[src/pqr_pkg.sv]
package pqr_pkg;

   localparam int TASK_W = 8;
   localparam int PRIO_W = 8;
   localparam int OCC_W  = 5;

   typedef enum logic [1:0] {
      KIND_SORTED = 2'd0,
      KIND_FRONT  = 2'd1,
      KIND_POP    = 2'd2,
      KIND_REMOVE = 2'd3
   } pqr_kind_type;

   typedef enum logic [1:0] {
      STATUS_OK       = 2'd0,
      STATUS_EMPTY    = 2'd1,
      STATUS_FULL     = 2'd2,
      STATUS_NOTFOUND = 2'd3
   } pqr_status_type;

   typedef struct packed {
      pqr_kind_type        kind;
      logic [TASK_W-1:0]   task_id;
      logic [PRIO_W-1:0]   priority_req;
   } pqr_req_type;

   typedef struct packed {
      logic [TASK_W-1:0]   out_task;
      logic                out_valid;
      pqr_status_type      status;
      logic [OCC_W-1:0]    occupancy;
   } pqr_rsp_type;

   typedef struct packed {
      pqr_kind_type kind;
      logic         commit;
   } pqr_ctrl_type;

endpackage

[src/pqr_chan_if.sv]
interface pqr_chan_if #(
   parameter type payload_type = logic
) ();
   logic        valid;
   logic        ready;
   payload_type payload;

   modport source (output valid, output payload, input ready);
   modport sink (input valid, input payload, output ready);
endinterface

[src/pqr_cell.sv]
module pqr_cell #(
   parameter int ID_BITS   = 8,
   parameter int PRIO_BITS = 8
) (
   input  logic                  clock,
   input  pqr_pkg::pqr_ctrl_type ctrl,
   input  logic [ID_BITS-1:0]    new_id,
   input  logic [PRIO_BITS-1:0]  new_prio,
   input  logic                  slot_valid,
   input  logic                  slot_tail,
   input  logic [ID_BITS-1:0]    left_id,
   input  logic [PRIO_BITS-1:0]  left_prio,
   input  logic [ID_BITS-1:0]    right_id,
   input  logic [PRIO_BITS-1:0]  right_prio,
   input  logic                  chain_in,
   output logic                  chain_out,
   output logic [ID_BITS-1:0]    id_q,
   output logic [PRIO_BITS-1:0]  prio_q
);
   import pqr_pkg::*;

   logic [ID_BITS-1:0]   task_ff, task_in;
   logic [PRIO_BITS-1:0] prio_ff, prio_in;
   logic                 hit;
   logic                 is_insert;

   always_comb begin
      case (ctrl.kind)
         KIND_SORTED: hit = (slot_valid && (prio_ff > new_prio)) || slot_tail;
         KIND_FRONT:  hit = 1'b1;
         KIND_POP:    hit = 1'b1;
         KIND_REMOVE: hit = slot_valid && (task_ff == new_id);
         default:     hit = 1'b0;
      endcase
   end

   assign chain_out = chain_in || hit;
   assign is_insert = (ctrl.kind == KIND_SORTED) || (ctrl.kind == KIND_FRONT);

   always_comb begin
      task_in = task_ff;
      prio_in = prio_ff;
      if (ctrl.commit && chain_out) begin
         if (is_insert) begin
            task_in = chain_in ? left_id : new_id;
            prio_in = chain_in ? left_prio : new_prio;
         end else begin
            task_in = right_id;
            prio_in = right_prio;
         end
      end
   end

   always_ff @(posedge clock) begin
      task_ff <= task_in;
      prio_ff <= prio_in;
   end

   assign id_q   = task_ff;
   assign prio_q = prio_ff;

endmodule

[src/priority_ready_queue_top.sv]
// Flow: a taken request is registered and the FSM moves to S_EXEC; there the
// response is registered once the response side is free. No new request is
// taken before S_IDLE; the decision and the cell chain shift are combinational.
// Reset: synchronous, active high; clears occupancy and handshake state only.
// Cell contents are left as they are and are not used as entries until written.
module priority_ready_queue_top #(
   parameter int DEPTH     = 16,
   parameter int PRIO_BITS = 8,
   parameter int ID_BITS   = 8
) (
   input logic       clock,
   input logic       reset,
   pqr_chan_if.sink   req_chan,
   pqr_chan_if.source rsp_chan
);
   import pqr_pkg::*;

   localparam int CNT_BITS = $clog2(DEPTH + 1);

   typedef enum logic {
      S_IDLE,
      S_EXEC
   } state_type;

   state_type            state_ff, state_in;
   pqr_req_type          op_ff, op_in;
   pqr_rsp_type          rsp_ff, rsp_in;
   logic                 rsp_valid_ff, rsp_valid_in;
   logic [CNT_BITS-1:0]  count_ff, count_in;

   logic [CNT_BITS-1:0]  count_next;
   pqr_status_type       status;
   logic                 commit;
   logic                 exec_go;
   logic                 full;
   logic                 empty;
   logic                 found;
   pqr_ctrl_type         ctrl;
   logic [ID_BITS-1:0]   new_id;
   logic [PRIO_BITS-1:0] new_prio;

   logic [ID_BITS-1:0]   cell_task [DEPTH];
   logic [PRIO_BITS-1:0] cell_prio [DEPTH];
   logic [DEPTH:0]       chain;

   assign new_id   = ID_BITS'(op_ff.task_id);
   assign new_prio = PRIO_BITS'(op_ff.priority_req);
   assign full     = (count_ff == CNT_BITS'(DEPTH));
   assign empty    = (count_ff == '0);
   assign found    = chain[DEPTH];
   assign exec_go  = (state_ff == S_EXEC) && (!rsp_valid_ff || rsp_chan.ready);
   assign ctrl.kind   = op_ff.kind;
   assign ctrl.commit = commit;
   assign chain[0]    = 1'b0;

   for (genvar i = 0; i < DEPTH; i++) begin : g_cell
      logic [ID_BITS-1:0]   left_id, right_id;
      logic [PRIO_BITS-1:0] left_prio, right_prio;
      logic                 slot_valid, slot_tail;

      assign slot_valid = (CNT_BITS'(i) < count_ff);
      assign slot_tail  = (CNT_BITS'(i) == count_ff);

      if (i == 0) begin : g_head
         assign left_id   = new_id;
         assign left_prio = new_prio;
      end else begin : g_body
         assign left_id   = cell_task[i-1];
         assign left_prio = cell_prio[i-1];
      end

      if (i == DEPTH - 1) begin : g_last
         assign right_id   = cell_task[i];
         assign right_prio = cell_prio[i];
      end else begin : g_next
         assign right_id   = cell_task[i+1];
         assign right_prio = cell_prio[i+1];
      end

      pqr_cell #(
         .ID_BITS   (ID_BITS),
         .PRIO_BITS (PRIO_BITS)
      ) u_cell (
         .clock      (clock),
         .ctrl       (ctrl),
         .new_id     (new_id),
         .new_prio   (new_prio),
         .slot_valid (slot_valid),
         .slot_tail  (slot_tail),
         .left_id    (left_id),
         .left_prio  (left_prio),
         .right_id   (right_id),
         .right_prio (right_prio),
         .chain_in   (chain[i]),
         .chain_out  (chain[i+1]),
         .id_q       (cell_task[i]),
         .prio_q     (cell_prio[i])
      );
   end

   always_comb begin
      commit     = 1'b0;
      status     = STATUS_OK;
      count_next = count_ff;
      case (op_ff.kind)
         KIND_SORTED, KIND_FRONT: begin
            if (full) begin
               status = STATUS_FULL;
            end else begin
               commit     = exec_go;
               count_next = count_ff + 1'b1;
            end
         end
         KIND_POP: begin
            if (empty) begin
               status = STATUS_EMPTY;
            end else begin
               commit     = exec_go;
               count_next = count_ff - 1'b1;
            end
         end
         KIND_REMOVE: begin
            if (empty) begin
               status = STATUS_EMPTY;
            end else if (!found) begin
               status = STATUS_NOTFOUND;
            end else begin
               commit     = exec_go;
               count_next = count_ff - 1'b1;
            end
         end
         default: begin
            status = STATUS_OK;
         end
      endcase
   end

   always_comb begin
      state_in     = state_ff;
      op_in        = op_ff;
      rsp_in       = rsp_ff;
      rsp_valid_in = rsp_valid_ff;
      count_in     = count_ff;
      if (rsp_valid_ff && rsp_chan.ready) begin
         rsp_valid_in = 1'b0;
      end
      case (state_ff)
         S_IDLE: begin
            if (req_chan.valid) begin
               op_in    = req_chan.payload;
               state_in = S_EXEC;
            end
         end
         S_EXEC: begin
            if (exec_go) begin
               rsp_valid_in     = 1'b1;
               rsp_in.out_valid = (op_ff.kind == KIND_POP) && !empty;
               rsp_in.out_task  = ((op_ff.kind == KIND_POP) && !empty) ?
                                  TASK_W'(cell_task[0]) : '0;
               rsp_in.status    = status;
               rsp_in.occupancy = OCC_W'(count_next);
               count_in         = count_next;
               state_in         = S_IDLE;
            end
         end
         default: begin
            state_in = S_IDLE;
         end
      endcase
   end

   always_ff @(posedge clock) begin
      if (reset) begin
         state_ff     <= S_IDLE;
         rsp_valid_ff <= 1'b0;
         count_ff     <= '0;
      end else begin
         state_ff     <= state_in;
         rsp_valid_ff <= rsp_valid_in;
         count_ff     <= count_in;
      end
      op_ff  <= op_in;
      rsp_ff <= rsp_in;
   end

   assign req_chan.ready   = (state_ff == S_IDLE);
   assign rsp_chan.valid   = rsp_valid_ff;
   assign rsp_chan.payload = rsp_ff;

`ifndef SYNTHESIS
   a_count_bound: assert property (@(posedge clock) disable iff (reset)
      count_ff <= CNT_BITS'(DEPTH))
      else $error("occupancy beyond depth");

   a_exec_responds: assert property (@(posedge clock) disable iff (reset)
      exec_go |=> rsp_valid_ff)
      else $error("executed transaction gave no response");

   a_full_holds: assert property (@(posedge clock) disable iff (reset)
      exec_go && full && (op_ff.kind == KIND_SORTED || op_ff.kind == KIND_FRONT)
      |=> $stable(count_ff))
      else $error("insert into full queue changed occupancy");

   a_pop_decrements: assert property (@(posedge clock) disable iff (reset)
      exec_go && !empty && op_ff.kind == KIND_POP
      |=> count_ff == $past(count_ff) - 1'b1)
      else $error("pop did not decrement occupancy");

   a_remove_found: assert property (@(posedge clock) disable iff (reset)
      commit && op_ff.kind == KIND_REMOVE |-> found && !empty)
      else $error("remove committed without a match");
`endif

endmodule
[src/flat_wrapper.sv]
// flat-port wrapper written by rule: the top's interface ports become plain ports
module priority_ready_queue_top_flat import pqr_pkg::*;
#(
   parameter int DEPTH     = 16,
   parameter int PRIO_BITS = 8,
   parameter int ID_BITS   = 8
)
  (clock, reset, req_chan_valid, req_chan_payload, req_chan_ready, rsp_chan_valid, rsp_chan_payload, rsp_chan_ready);
  pqr_chan_if req_chan_i ();
  pqr_chan_if rsp_chan_i ();
  input logic clock;
  input logic reset;
  input wire logic [$bits(req_chan_i.valid)-1:0] req_chan_valid;
  input wire logic [$bits(req_chan_i.payload)-1:0] req_chan_payload;
  output wire logic [$bits(req_chan_i.ready)-1:0] req_chan_ready;
  output wire logic [$bits(rsp_chan_i.valid)-1:0] rsp_chan_valid;
  output wire logic [$bits(rsp_chan_i.payload)-1:0] rsp_chan_payload;
  input wire logic [$bits(rsp_chan_i.ready)-1:0] rsp_chan_ready;
  assign req_chan_i.valid = req_chan_valid;
  assign req_chan_i.payload = req_chan_payload;
  assign req_chan_ready = req_chan_i.ready;
  assign rsp_chan_valid = rsp_chan_i.valid;
  assign rsp_chan_payload = rsp_chan_i.payload;
  assign rsp_chan_i.ready = rsp_chan_ready;
  priority_ready_queue_top #(.DEPTH(DEPTH), .PRIO_BITS(PRIO_BITS), .ID_BITS(ID_BITS)) u_core (.clock(clock), .reset(reset), .req_chan(req_chan_i), .rsp_chan(rsp_chan_i));
endmodule
[config.mk]
export PLATFORM = sky130hd
export DESIGN_NAME = priority_ready_queue_top_flat
export DESIGN_NICKNAME = d
export VERILOG_FILES = /design/src/pqr_pkg.sv /design/src/pqr_chan_if.sv /design/src/pqr_cell.sv /design/src/priority_ready_queue_top.sv /design/src/flat_wrapper.sv
export SDC_FILE = /design/constraint.sdc
export NUM_CORES = 1
export LEC_CHECK = 0
export BUFFER_PORTS_ARGS = -buffer_cell sky130_fd_sc_hd__buf_2
export CAP_MARGIN = 20
export CORE_AREA = 5 5 42 44
export CTS_CLUSTER_DIAMETER = 150
export CTS_CLUSTER_SIZE = 10
export DETAILED_ROUTE_END_ITERATION = 10
export DIE_AREA = 0 0 47 49
export SETUP_SLACK_MARGIN = 0.1
export SYNTH_ARGS = -nofsm -noshare
export SYNTH_HDL_FRONTEND = slang
export SYNTH_HIERARCHICAL = 1
export SYNTH_SLANG_ARGS = --single-unit
[constraint.sdc]
create_clock -name clock -period 3.3 [get_ports clock]
set_input_delay 0 -clock clock [delete_from_list [all_inputs] [get_ports clock]]
set_output_delay 0 -clock clock [all_outputs]
set_load 0.02 [all_outputs]
==> results of run 1 <==
[metrics by stage]
step | power (mW) | hold WS, ns | setup slack, ns | instance area [µm²] | utilization (%)
detailed placement | 0.136 | 0.285 | 1.62 | 445 | 31.8
finish | 0.215 | 0.0203 | 1.64 | 472 | 33.7
global route | 0.233 | 0.0219 | 1.56 | 472 | 33.7
floorplan | 0.130 | 0.162 | 1.76 | 410 | -
global placement | 0.136 | 0.274 | 1.64 | 445 | 31.8
CTS | 0.219 | 0.0125 | 1.62 | 472 | 33.7
[state kept, by name, summed over array words and instances (netlist names)]
signal and cells:
u_core/rsp_chan.valid 1, u_core/rsp_chan.payload 1, u_core/count_ff 5, u_core/state_ff 1
[layer usage]
metal / GRT usage [%] / vias to the layer above / part of all wire [%]
li1: - / 166 / -
met1: 8.63 / 155 / 43
met2: 10.2 / 4 / 52
met3: 4.43 / 2 / 3.2
met4: 5.53 / 0 / 1.5
met5: 0 / - / 0
[worst register-to-register path, stage by stage (launching register included)]
cell,delay [ns]
dfxtp_1,0.41
inv_1,0.08
ha_1,0.20
nor4bb_4,0.16
nor3_1,0.33
mux2_2,0.37
[cells by family (layout without fill, tap and decap cells)]
kind of cell | Yosys count | count (layout) | synth area share, %
muxes | 2 | 2 | 5.18
and+or+nand+nor | 19 | 19 | 29.6
buffers and inverters | 5 | 13 | 6.40
AOI/OAI and AO/OA | 6 | 6 | 9.14
xor gates and xnor gates | 1 | 1 | 2.13
adders and majority gates | 2 | 2 | 6.10
DFF | 8 | 8 | 41.5
[cell usage in the layout, fill, tap and decap left out]
master	Yosys	final
nand2b_1	2	2
nor2b_4	1	1
mux2i_1	1	1
mux2_2	1	1
nand2_1	4	4
o31ai_1	3	3
nor2_1	6	6
clkbuf_1	0	1
nor3_1	2	2
a21oi_1	3	3
or4_1	3	3
edfxtp_1	1	1
nor4bb_4	1	1
inv_1	3	3
ha_1	2	2
xnor2_1	1	1
clkbuf_4	0	3
buf_2	0	6
dfxtp_1	7	7
[area by class of cell]
type,instances,area [µm²]
Multi-Input combinational cell,30,214
Sequential cell,8,170
Fill cell,157,930
Timing Repair Buffer,6,30.0
Tap cell,16,20.0
Inverter,3,11.3
Clock buffer,4,26.3
[where the power goes]
group	internal [mW]	switching [mW]
registers	0.104	0.00418
clock network	0.0464	0.0349
logic	0.0121	0.0137
total	0.162	0.0528
[path summary, 6_finish.rpt]
kind / from / to / slack, ns / depth (start not counted)
worst max-delay path: u_core/count_ff[0]$_SDFFE_PP0P_ / u_core/count_ff[0]$_SDFFE_PP0P_ / 1.64 / 5
worst min-delay path: reset / u_core/rsp_chan.valid$_SDFF_PP0_ / 0.02 / 2
worst max register to register: u_core/count_ff[0]$_SDFFE_PP0P_ / u_core/count_ff[0]$_SDFFE_PP0P_ / 1.64 / 5
worst min register to register: u_core/count_ff[4]$_SDFFE_PP0P_ / u_core/count_ff[4]$_SDFFE_PP0P_ / 0.51 / 2
==> metrics.txt, run 1 <==
# TYPE chip_impl_metric gauge
chip_impl_info{name="run_status",value="finished clean"} 1
chip_impl_metric{name="wire_per_inst",unit="µm"} 9.94
chip_impl_metric{name="netlist_instances",unit=""} 43
chip_impl_metric{name="routed_wl",unit="µm"} 666
chip_impl_metric{name="clk_pin_slew",unit="ns"} 0.06
chip_impl_metric{name="grt_antenna_before_repair",unit=""} 0
chip_impl_metric{name="post-synth-top-area-fraction",unit="%"} 34.1
chip_impl_metric{name="slew-limit-headroom",unit="%"} 76.0
chip_impl_metric{name="finish.net_count",unit=""} 59
chip_impl_metric{name="cts_repair_resize_count",unit=""} 0
chip_impl_metric{name="core_region_area",unit="µm²"} 1400
chip_impl_info{name="critical_path.top_delay_family",value="simple AND/OR/NAND/NOR gates"} 1
chip_impl_metric{name="mappedNetlistNets",unit=""} 50
chip_impl_info{name="worst_hold_path_type",value="primary input to register"} 1
chip_impl_metric{name="cap_violations",unit=""} 0
chip_impl_metric{name="synth_edf_count",unit=""} 1
chip_impl_metric{name="cts_hold_repair.buffers",unit=""} 0
chip_impl_metric{name="finalSetupViolations",unit=""} 0
chip_impl_info{name="rsz0062_at_grt",value="no"} 1
chip_impl_info{name="critPathLaunchType",value="register"} 1
chip_impl_info{name="endpoint_kind",value="register"} 1
chip_impl_metric{name="die-area",unit="µm²"} 2300
chip_impl_metric{name="cts_max_level",unit=""} 1
chip_impl_info{name="synth_common_cells",value="dfxtp_1, nor2_1, nand2_1"} 1
chip_impl_metric{name="longest_individual_stage_delay_on_the_worst_path",unit="ns"} 0.41
chip_impl_metric{name="placedCellCount",unit=""} 63
chip_impl_info{name="synth.most_common_cell",value="dfxtp_1"} 1
chip_impl_metric{name="grt_start_max_net_pins",unit=""} 10
chip_impl_metric{name="antenna_violating_nets_post_route",unit=""} 0
chip_impl_metric{name="timing.setup.tns",unit="ns"} 0
chip_impl_info{name="worst-setup-path-type",value="register to register"} 1
chip_impl_metric{name="detailedRoute.firstIterationViolations",unit=""} 3
chip_impl_metric{name="clock_sinks",unit=""} 8
chip_impl_metric{name="gr-usage-all-layers",unit="%"} 7.62
chip_impl_metric{name="cp_max_fo",unit=""} 5
chip_impl_metric{name="rows",unit=""} 14
chip_impl_metric{name="detailedPlacementHpwl",unit="µm"} 528
chip_impl_metric{name="powerDensity",unit="nW/µm²"} 456
chip_impl_metric{name="num_io_pins",unit=""} 8
chip_impl_metric{name="post_synthesis_average_cell_area",unit="µm²"} 9.54
chip_impl_info{name="synth_ff_type",value="dfxtp_1"} 1
chip_impl_info{name="crit_slowest_cell",value="dfxtp_1"} 1
chip_impl_metric{name="effective_utilization_at_floorplan",unit="%"} 29.3
chip_impl_metric{name="gp_congestion",unit=""} 0.705
chip_impl_metric{name="hold_viol_final",unit=""} 0
chip_impl_info{name="worstPathCellList",value="inv_1 -> ha_1 -> nor4bb_4 -> nor3_1 -> mux2_2"} 1
chip_impl_metric{name="clock_insertion_delay_worst_skew",unit="ns"} 0.25
chip_impl_metric{name="finalNonFillerCells",unit=""} 67
chip_impl_metric{name="mappedNetlistArea",unit="µm²"} 410
chip_impl_metric{name="die_h",unit="µm"} 49
chip_impl_metric{name="areaGrowthSynthToFinish",unit="%"} 14.9
chip_impl_info{name="clock_tree.root_cell",value="clkbuf_4"} 1
chip_impl_metric{name="vias",unit=""} 327
chip_impl_metric{name="synth.lib_cells_used.distinct",unit=""} 18
chip_impl_metric{name="grt_pass1_wl",unit="mm"} 1.21
chip_impl_metric{name="fmax",unit="MHz"} 602
chip_impl_info{name="clock_tree_from_tritoncts",value="done"} 1
chip_impl_metric{name="power.ir.vdd_worst",unit="V"} 0.000242
chip_impl_metric{name="crit_required",unit="ns"} 3.44
chip_impl_metric{name="final.min_clock_period",unit="ns"} 1.66
chip_impl_metric{name="number_of_global_route_vias_before_repair",unit=""} 282
chip_impl_metric{name="clock_tree.buffer_depth",unit=""} 2
chip_impl_metric{name="synth_seq_cells",unit=""} 8
chip_impl_metric{name="drt_pass1_iterations",unit=""} 4
chip_impl_metric{name="leakagePower",unit="nW"} 0.169
chip_impl_metric{name="fraction_of_final_layout_cells_sized_beyond_drive_strength_1",unit="%"} 23.5
chip_impl_metric{name="clock-skew-final",unit="ns"} 0.00265
chip_impl_metric{name="die_x",unit="µm"} 47
chip_impl_metric{name="cts-buffers-inserted",unit=""} 3
chip_impl_metric{name="post-cts-setup-buffer-count",unit=""} 0
chip_impl_metric{name="tightest_slew",unit="ns"} 0.358
chip_impl_info{name="post_synth_main_area_contributors",value="dfxtp_1, edfxtp_1, ha_1"} 1
chip_impl_metric{name="port_buffers",unit=""} 6
chip_impl_metric{name="post_drt_via_cell_ratio",unit=""} 4.88
chip_impl_metric{name="overflow_left_after_global_routing",unit=""} 0
chip_impl_info{name="synth_area_leader_cell",value="dfxtp_1"} 1
chip_impl_metric{name="synth-warning-count",unit=""} 6
chip_impl_metric{name="drc",unit=""} 0
chip_impl_metric{name="async_flop_share",unit="%"} 0
chip_impl_metric{name="period_share",unit="%"} 50.3
chip_impl_metric{name="worst-endpoint-arrival",unit="ns"} 1.80
chip_impl_metric{name="n_antenna_cell",unit=""} 0
chip_impl_metric{name="bufs_and_invs_on_worst_path",unit=""} 1
chip_impl_metric{name="timing.final.max_slew_violations",unit=""} 0
chip_impl_metric{name="seq_area_frac_synth",unit="%"} 41.5
(Power assumes the default switching activity.)
==> inputs of run 2 (changes only) <==
ABC_AREA = 1   (was not set)
clock period = 1.65 ns   (was 3.3 ns; I/O delays follow)
==> run 2 against run 1 <==
Net effect: combinational power rose by 140%; power rose by 110%; sequential share of layout area decreased by 4.1 points; synthesized cell count rose by 44%; final cell count increased by 33%; critical path type unchanged; largest cell class unchanged; highest routed layer unchanged.
==> metrics.txt, run 2 <==
# TYPE chip_impl_metric gauge
chip_impl_metric{name="overflow_left_after_global_routing",unit=""} 0
chip_impl_metric{name="die-area",unit="µm²"} 2300
chip_impl_metric{name="core_region_area",unit="µm²"} 1400
chip_impl_metric{name="grt_pass1_wl",unit="mm"} 1.38
chip_impl_info{name="post_synth_main_area_contributors",value="dfxtp_1, nand2_1, edfxtp_1"} 1
chip_impl_metric{name="num_io_pins",unit=""} 8
chip_impl_metric{name="cp_max_fo",unit=""} 6
chip_impl_info{name="regMostFlops",value="u_core/count_ff"} 1
chip_impl_metric{name="number_of_global_route_vias_before_repair",unit=""} 329
chip_impl_metric{name="mappedNetlistNets",unit=""} 69
chip_impl_metric{name="final.min_clock_period",unit="ns"} 1.30
chip_impl_info{name="worstPathCellList",value="inv_1 -> ha_1 -> nand2_1 -> inv_1 -> nand2_2 -> nand2_4 -> o21ai_1 -> nor2_1"} 1
chip_impl_metric{name="number_of_flip_flops_in_the_largest_register",unit=""} 5
chip_impl_metric{name="power.ir.vdd_worst",unit="V"} 0.000467
chip_impl_metric{name="vias",unit=""} 392
chip_impl_metric{name="effective_utilization_at_floorplan",unit="%"} 31.9
chip_impl_metric{name="synth_edf_count",unit=""} 1
chip_impl_metric{name="timing.final.max_slew_violations",unit=""} 0
chip_impl_info{name="clock_tree_from_tritoncts",value="done"} 1
chip_impl_metric{name="async_flop_share",unit="%"} 0
chip_impl_metric{name="cts-buffers-inserted",unit=""} 3
chip_impl_info{name="critPathMostFrequentCell",value="inv_1"} 1
chip_impl_metric{name="longest_individual_stage_delay_on_the_worst_path",unit="ns"} 0.42
chip_impl_metric{name="p_seq_share",unit="%"} 48.5
chip_impl_metric{name="clock_tree.buffer_depth",unit=""} 2
chip_impl_metric{name="p_comb_share",unit="%"} 13.9
chip_impl_metric{name="cap_violations",unit=""} 0
chip_impl_metric{name="final.hold.worst_slack",unit="ns"} 0.0478
chip_impl_info{name="worst_hold_path_type",value="primary input to register"} 1
chip_impl_info{name="grt_most_used_layer",value="met2"} 1
chip_impl_info{name="most_common_library_cell_in_the_layout_ignoring_fill_and_taps",value="nand2_1"} 1
chip_impl_metric{name="post-cts-setup-buffer-count",unit=""} 0
chip_impl_metric{name="fmax",unit="MHz"} 771
chip_impl_info{name="synth_ff_type",value="dfxtp_1"} 1
chip_impl_metric{name="globalRouteMet3Util",unit="%"} 2.21
chip_impl_metric{name="port_buffers",unit=""} 6
chip_impl_metric{name="rows",unit=""} 14
chip_impl_info{name="synth_area_leader_cell",value="dfxtp_1"} 1
chip_impl_metric{name="synth.lib_cells_used.distinct",unit=""} 18
chip_impl_metric{name="period_share",unit="%"} 78.6
chip_impl_metric{name="detailedRoute.firstIterationViolations",unit=""} 10
chip_impl_metric{name="gp_congestion",unit=""} 0.802
chip_impl_metric{name="timing.setup.tns",unit="ns"} 0
chip_impl_metric{name="synth-warning-count",unit=""} 6
chip_impl_metric{name="hold_viol_final",unit=""} 0
chip_impl_info{name="synth.most_common_cell",value="nand2_1"} 1
chip_impl_metric{name="groute.layer.met1.usage",unit="%"} 10.4
chip_impl_metric{name="die_x",unit="µm"} 47
chip_impl_metric{name="fraction_of_final_layout_cells_sized_beyond_drive_strength_1",unit="%"} 23.3
chip_impl_metric{name="gr-usage-all-layers",unit="%"} 8.69
chip_impl_metric{name="seq_area_frac_synth",unit="%"} 38.1
chip_impl_info{name="endpoint_kind",value="register"} 1
chip_impl_metric{name="drt_pass1_iterations",unit=""} 4
chip_impl_metric{name="leakagePower",unit="nW"} 0.235
chip_impl_info{name="critPathLaunchType",value="register"} 1
chip_impl_metric{name="clock_sinks",unit=""} 8
chip_impl_info{name="clock_tree.root_cell",value="clkbuf_4"} 1
chip_impl_metric{name="grt_antenna_before_repair",unit=""} 0
chip_impl_metric{name="routed_wl",unit="µm"} 881
chip_impl_metric{name="clock_insertion_delay_worst_skew",unit="ns"} 0.26
chip_impl_info{name="rsz0062_at_grt",value="no"} 1
chip_impl_metric{name="cts_repair_resize_count",unit=""} 0
chip_impl_metric{name="power.share.switching",unit="%"} 27.7
chip_impl_metric{name="synth_seq_cells",unit=""} 8
chip_impl_metric{name="clk_pin_slew",unit="ns"} 0.05
chip_impl_info{name="worst-setup-path-type",value="register to register"} 1
chip_impl_metric{name="nFillCells",unit=""} 159
chip_impl_metric{name="clkPwrFrac",unit="%"} 37.6
chip_impl_metric{name="dp_slack",unit="ns"} 0.360
chip_impl_metric{name="worst-endpoint-arrival",unit="ns"} 1.45
chip_impl_metric{name="post_drt_via_cell_ratio",unit=""} 4.40
chip_impl_metric{name="grt_use_met2",unit="%"} 11.8
chip_impl_metric{name="total_power",unit="mW"} 0.450
chip_impl_metric{name="mappedNetlistArea",unit="µm²"} 447
chip_impl_metric{name="final_ws_setup",unit="ns"} 0.353
chip_impl_info{name="final_cell_mix",value="nand2_1, inv_1, dfxtp_1"} 1
chip_impl_metric{name="post_synthesis_average_cell_area",unit="µm²"} 7.20
chip_impl_metric{name="cell_internal_pwr",unit="mW"} 0.325
chip_impl_metric{name="tightest_slew",unit="ns"} 0.292
chip_impl_metric{name="netlist_instances",unit=""} 62
chip_impl_info{name="synth_common_cells",value="nand2_1, dfxtp_1, inv_1"} 1
chip_impl_metric{name="detailedPlacementHpwl",unit="µm"} 615
chip_impl_metric{name="antenna_violating_nets_post_route",unit=""} 0
chip_impl_metric{name="cts_max_level",unit=""} 1
chip_impl_metric{name="drc",unit=""} 0
chip_impl_metric{name="die_h",unit="µm"} 49
chip_impl_metric{name="clock-skew-final",unit="ns"} 0.0103
chip_impl_metric{name="areaGrowthSynthToFinish",unit="%"} 19.0
chip_impl_metric{name="finish.net_count",unit=""} 81
chip_impl_metric{name="wire_per_inst",unit="µm"} 9.90
chip_impl_metric{name="grt_start_max_net_pins",unit=""} 9
chip_impl_metric{name="finalSetupViolations",unit=""} 0
chip_impl_metric{name="crit_required",unit="ns"} 1.80
chip_impl_info{name="run_status",value="finished clean"} 1
chip_impl_metric{name="netSwitchingPower",unit="mW"} 0.125
chip_impl_info{name="crit_slowest_cell",value="dfxtp_1"} 1
chip_impl_metric{name="slew-limit-headroom",unit="%"} 80.5
chip_impl_metric{name="n_antenna_cell",unit=""} 0
chip_impl_metric{name="powerDensity",unit="nW/µm²"} 847
chip_impl_metric{name="post-synth-top-area-fraction",unit="%"} 31.4
run 2: worst max-delay path, delay by kind of cell (launching register included):
kind | cells | cell delay [ns]
fa+ha+maj | 1 | 0.20
buf+inv | 2 | 0.15
compound gates | 1 | 0.13
simple gates | 4 | 0.30
flops | 1 | 0.42
run 2: routing by layer:
metal  wire (µm)  up-vias
met5           0        -
li1            -      213
met1         441      172
met2         408        5
met3          25        2
met4           6        0
run 2: area by class of cell:
class                           count  area [µm²]  share of cell area, %
Timing Repair Buffer                8        50.0                   9.41
Sequential cell                     8         170                   32.0
Clock buffer                        4        26.3                   4.94
Multi-Input combinational cell     43         228                   42.8
Inverter                           10        37.5                   7.06
Tap cell                           16        20.0                   3.76
run 2: cell families after synthesis:
| kind of cell | share of synthesized area (%) |
|---|---|
| flip-flops | 38.1 |
| XOR/XNOR | 1.96 |
| adder cells (fa/ha/maj) | 5.60 |
| AO/OA/AOI/OAI | 10.4 |
| AND/OR/NAND/NOR | 33.1 |
| buffers and inverters | 10.9 |
run 2: power by group through the flow:
stage | Combinational (mW) | Clock, mW | Sequential [mW]
2_1_floorplan | 0.0392 | 0 | 0.225
3_3_place_gp | 0.0585 | 0 | 0.223
3_5_place_dp | 0.0595 | 0 | 0.223
4_1_cts | 0.0630 | 0.179 | 0.218
5_1_grt | 0.0699 | 0.189 | 0.220
6_report | 0.0625 | 0.169 | 0.218
run 2: through the flow:
stage	instance area [µm²]	util (%)	std cells
CTS	532	37.9	89
global route	532	37.9	89
floorplan	447	-	62
global placement	485	34.6	83
detailed placement	485	34.6	83
finish	532	37.9	89
run 2: what timing repair did:
action | CTS | global route
endpoints found under the setup margin | 0 | 0
hold buffers | 2 | 0
endpoints found under the hold margin | 5 | 0
run 2: final timing paths:
path,slack [ns],start,to,cells past startpoint
setup / recovery,0.35,u_core/count_ff[0]$_SDFFE_PP0P_,u_core/count_ff[1]$_SDFFE_PP0P_,8
hold / removal,0.05,rsp_chan_ready,u_core/rsp_chan.valid$_SDFF_PP0_,4
setup reg to reg,0.35,u_core/count_ff[0]$_SDFFE_PP0P_,u_core/count_ff[1]$_SDFFE_PP0P_,8
hold reg to reg,0.52,u_core/state_ff$_SDFF_PP0_,u_core/rsp_chan.valid$_SDFF_PP0_,2
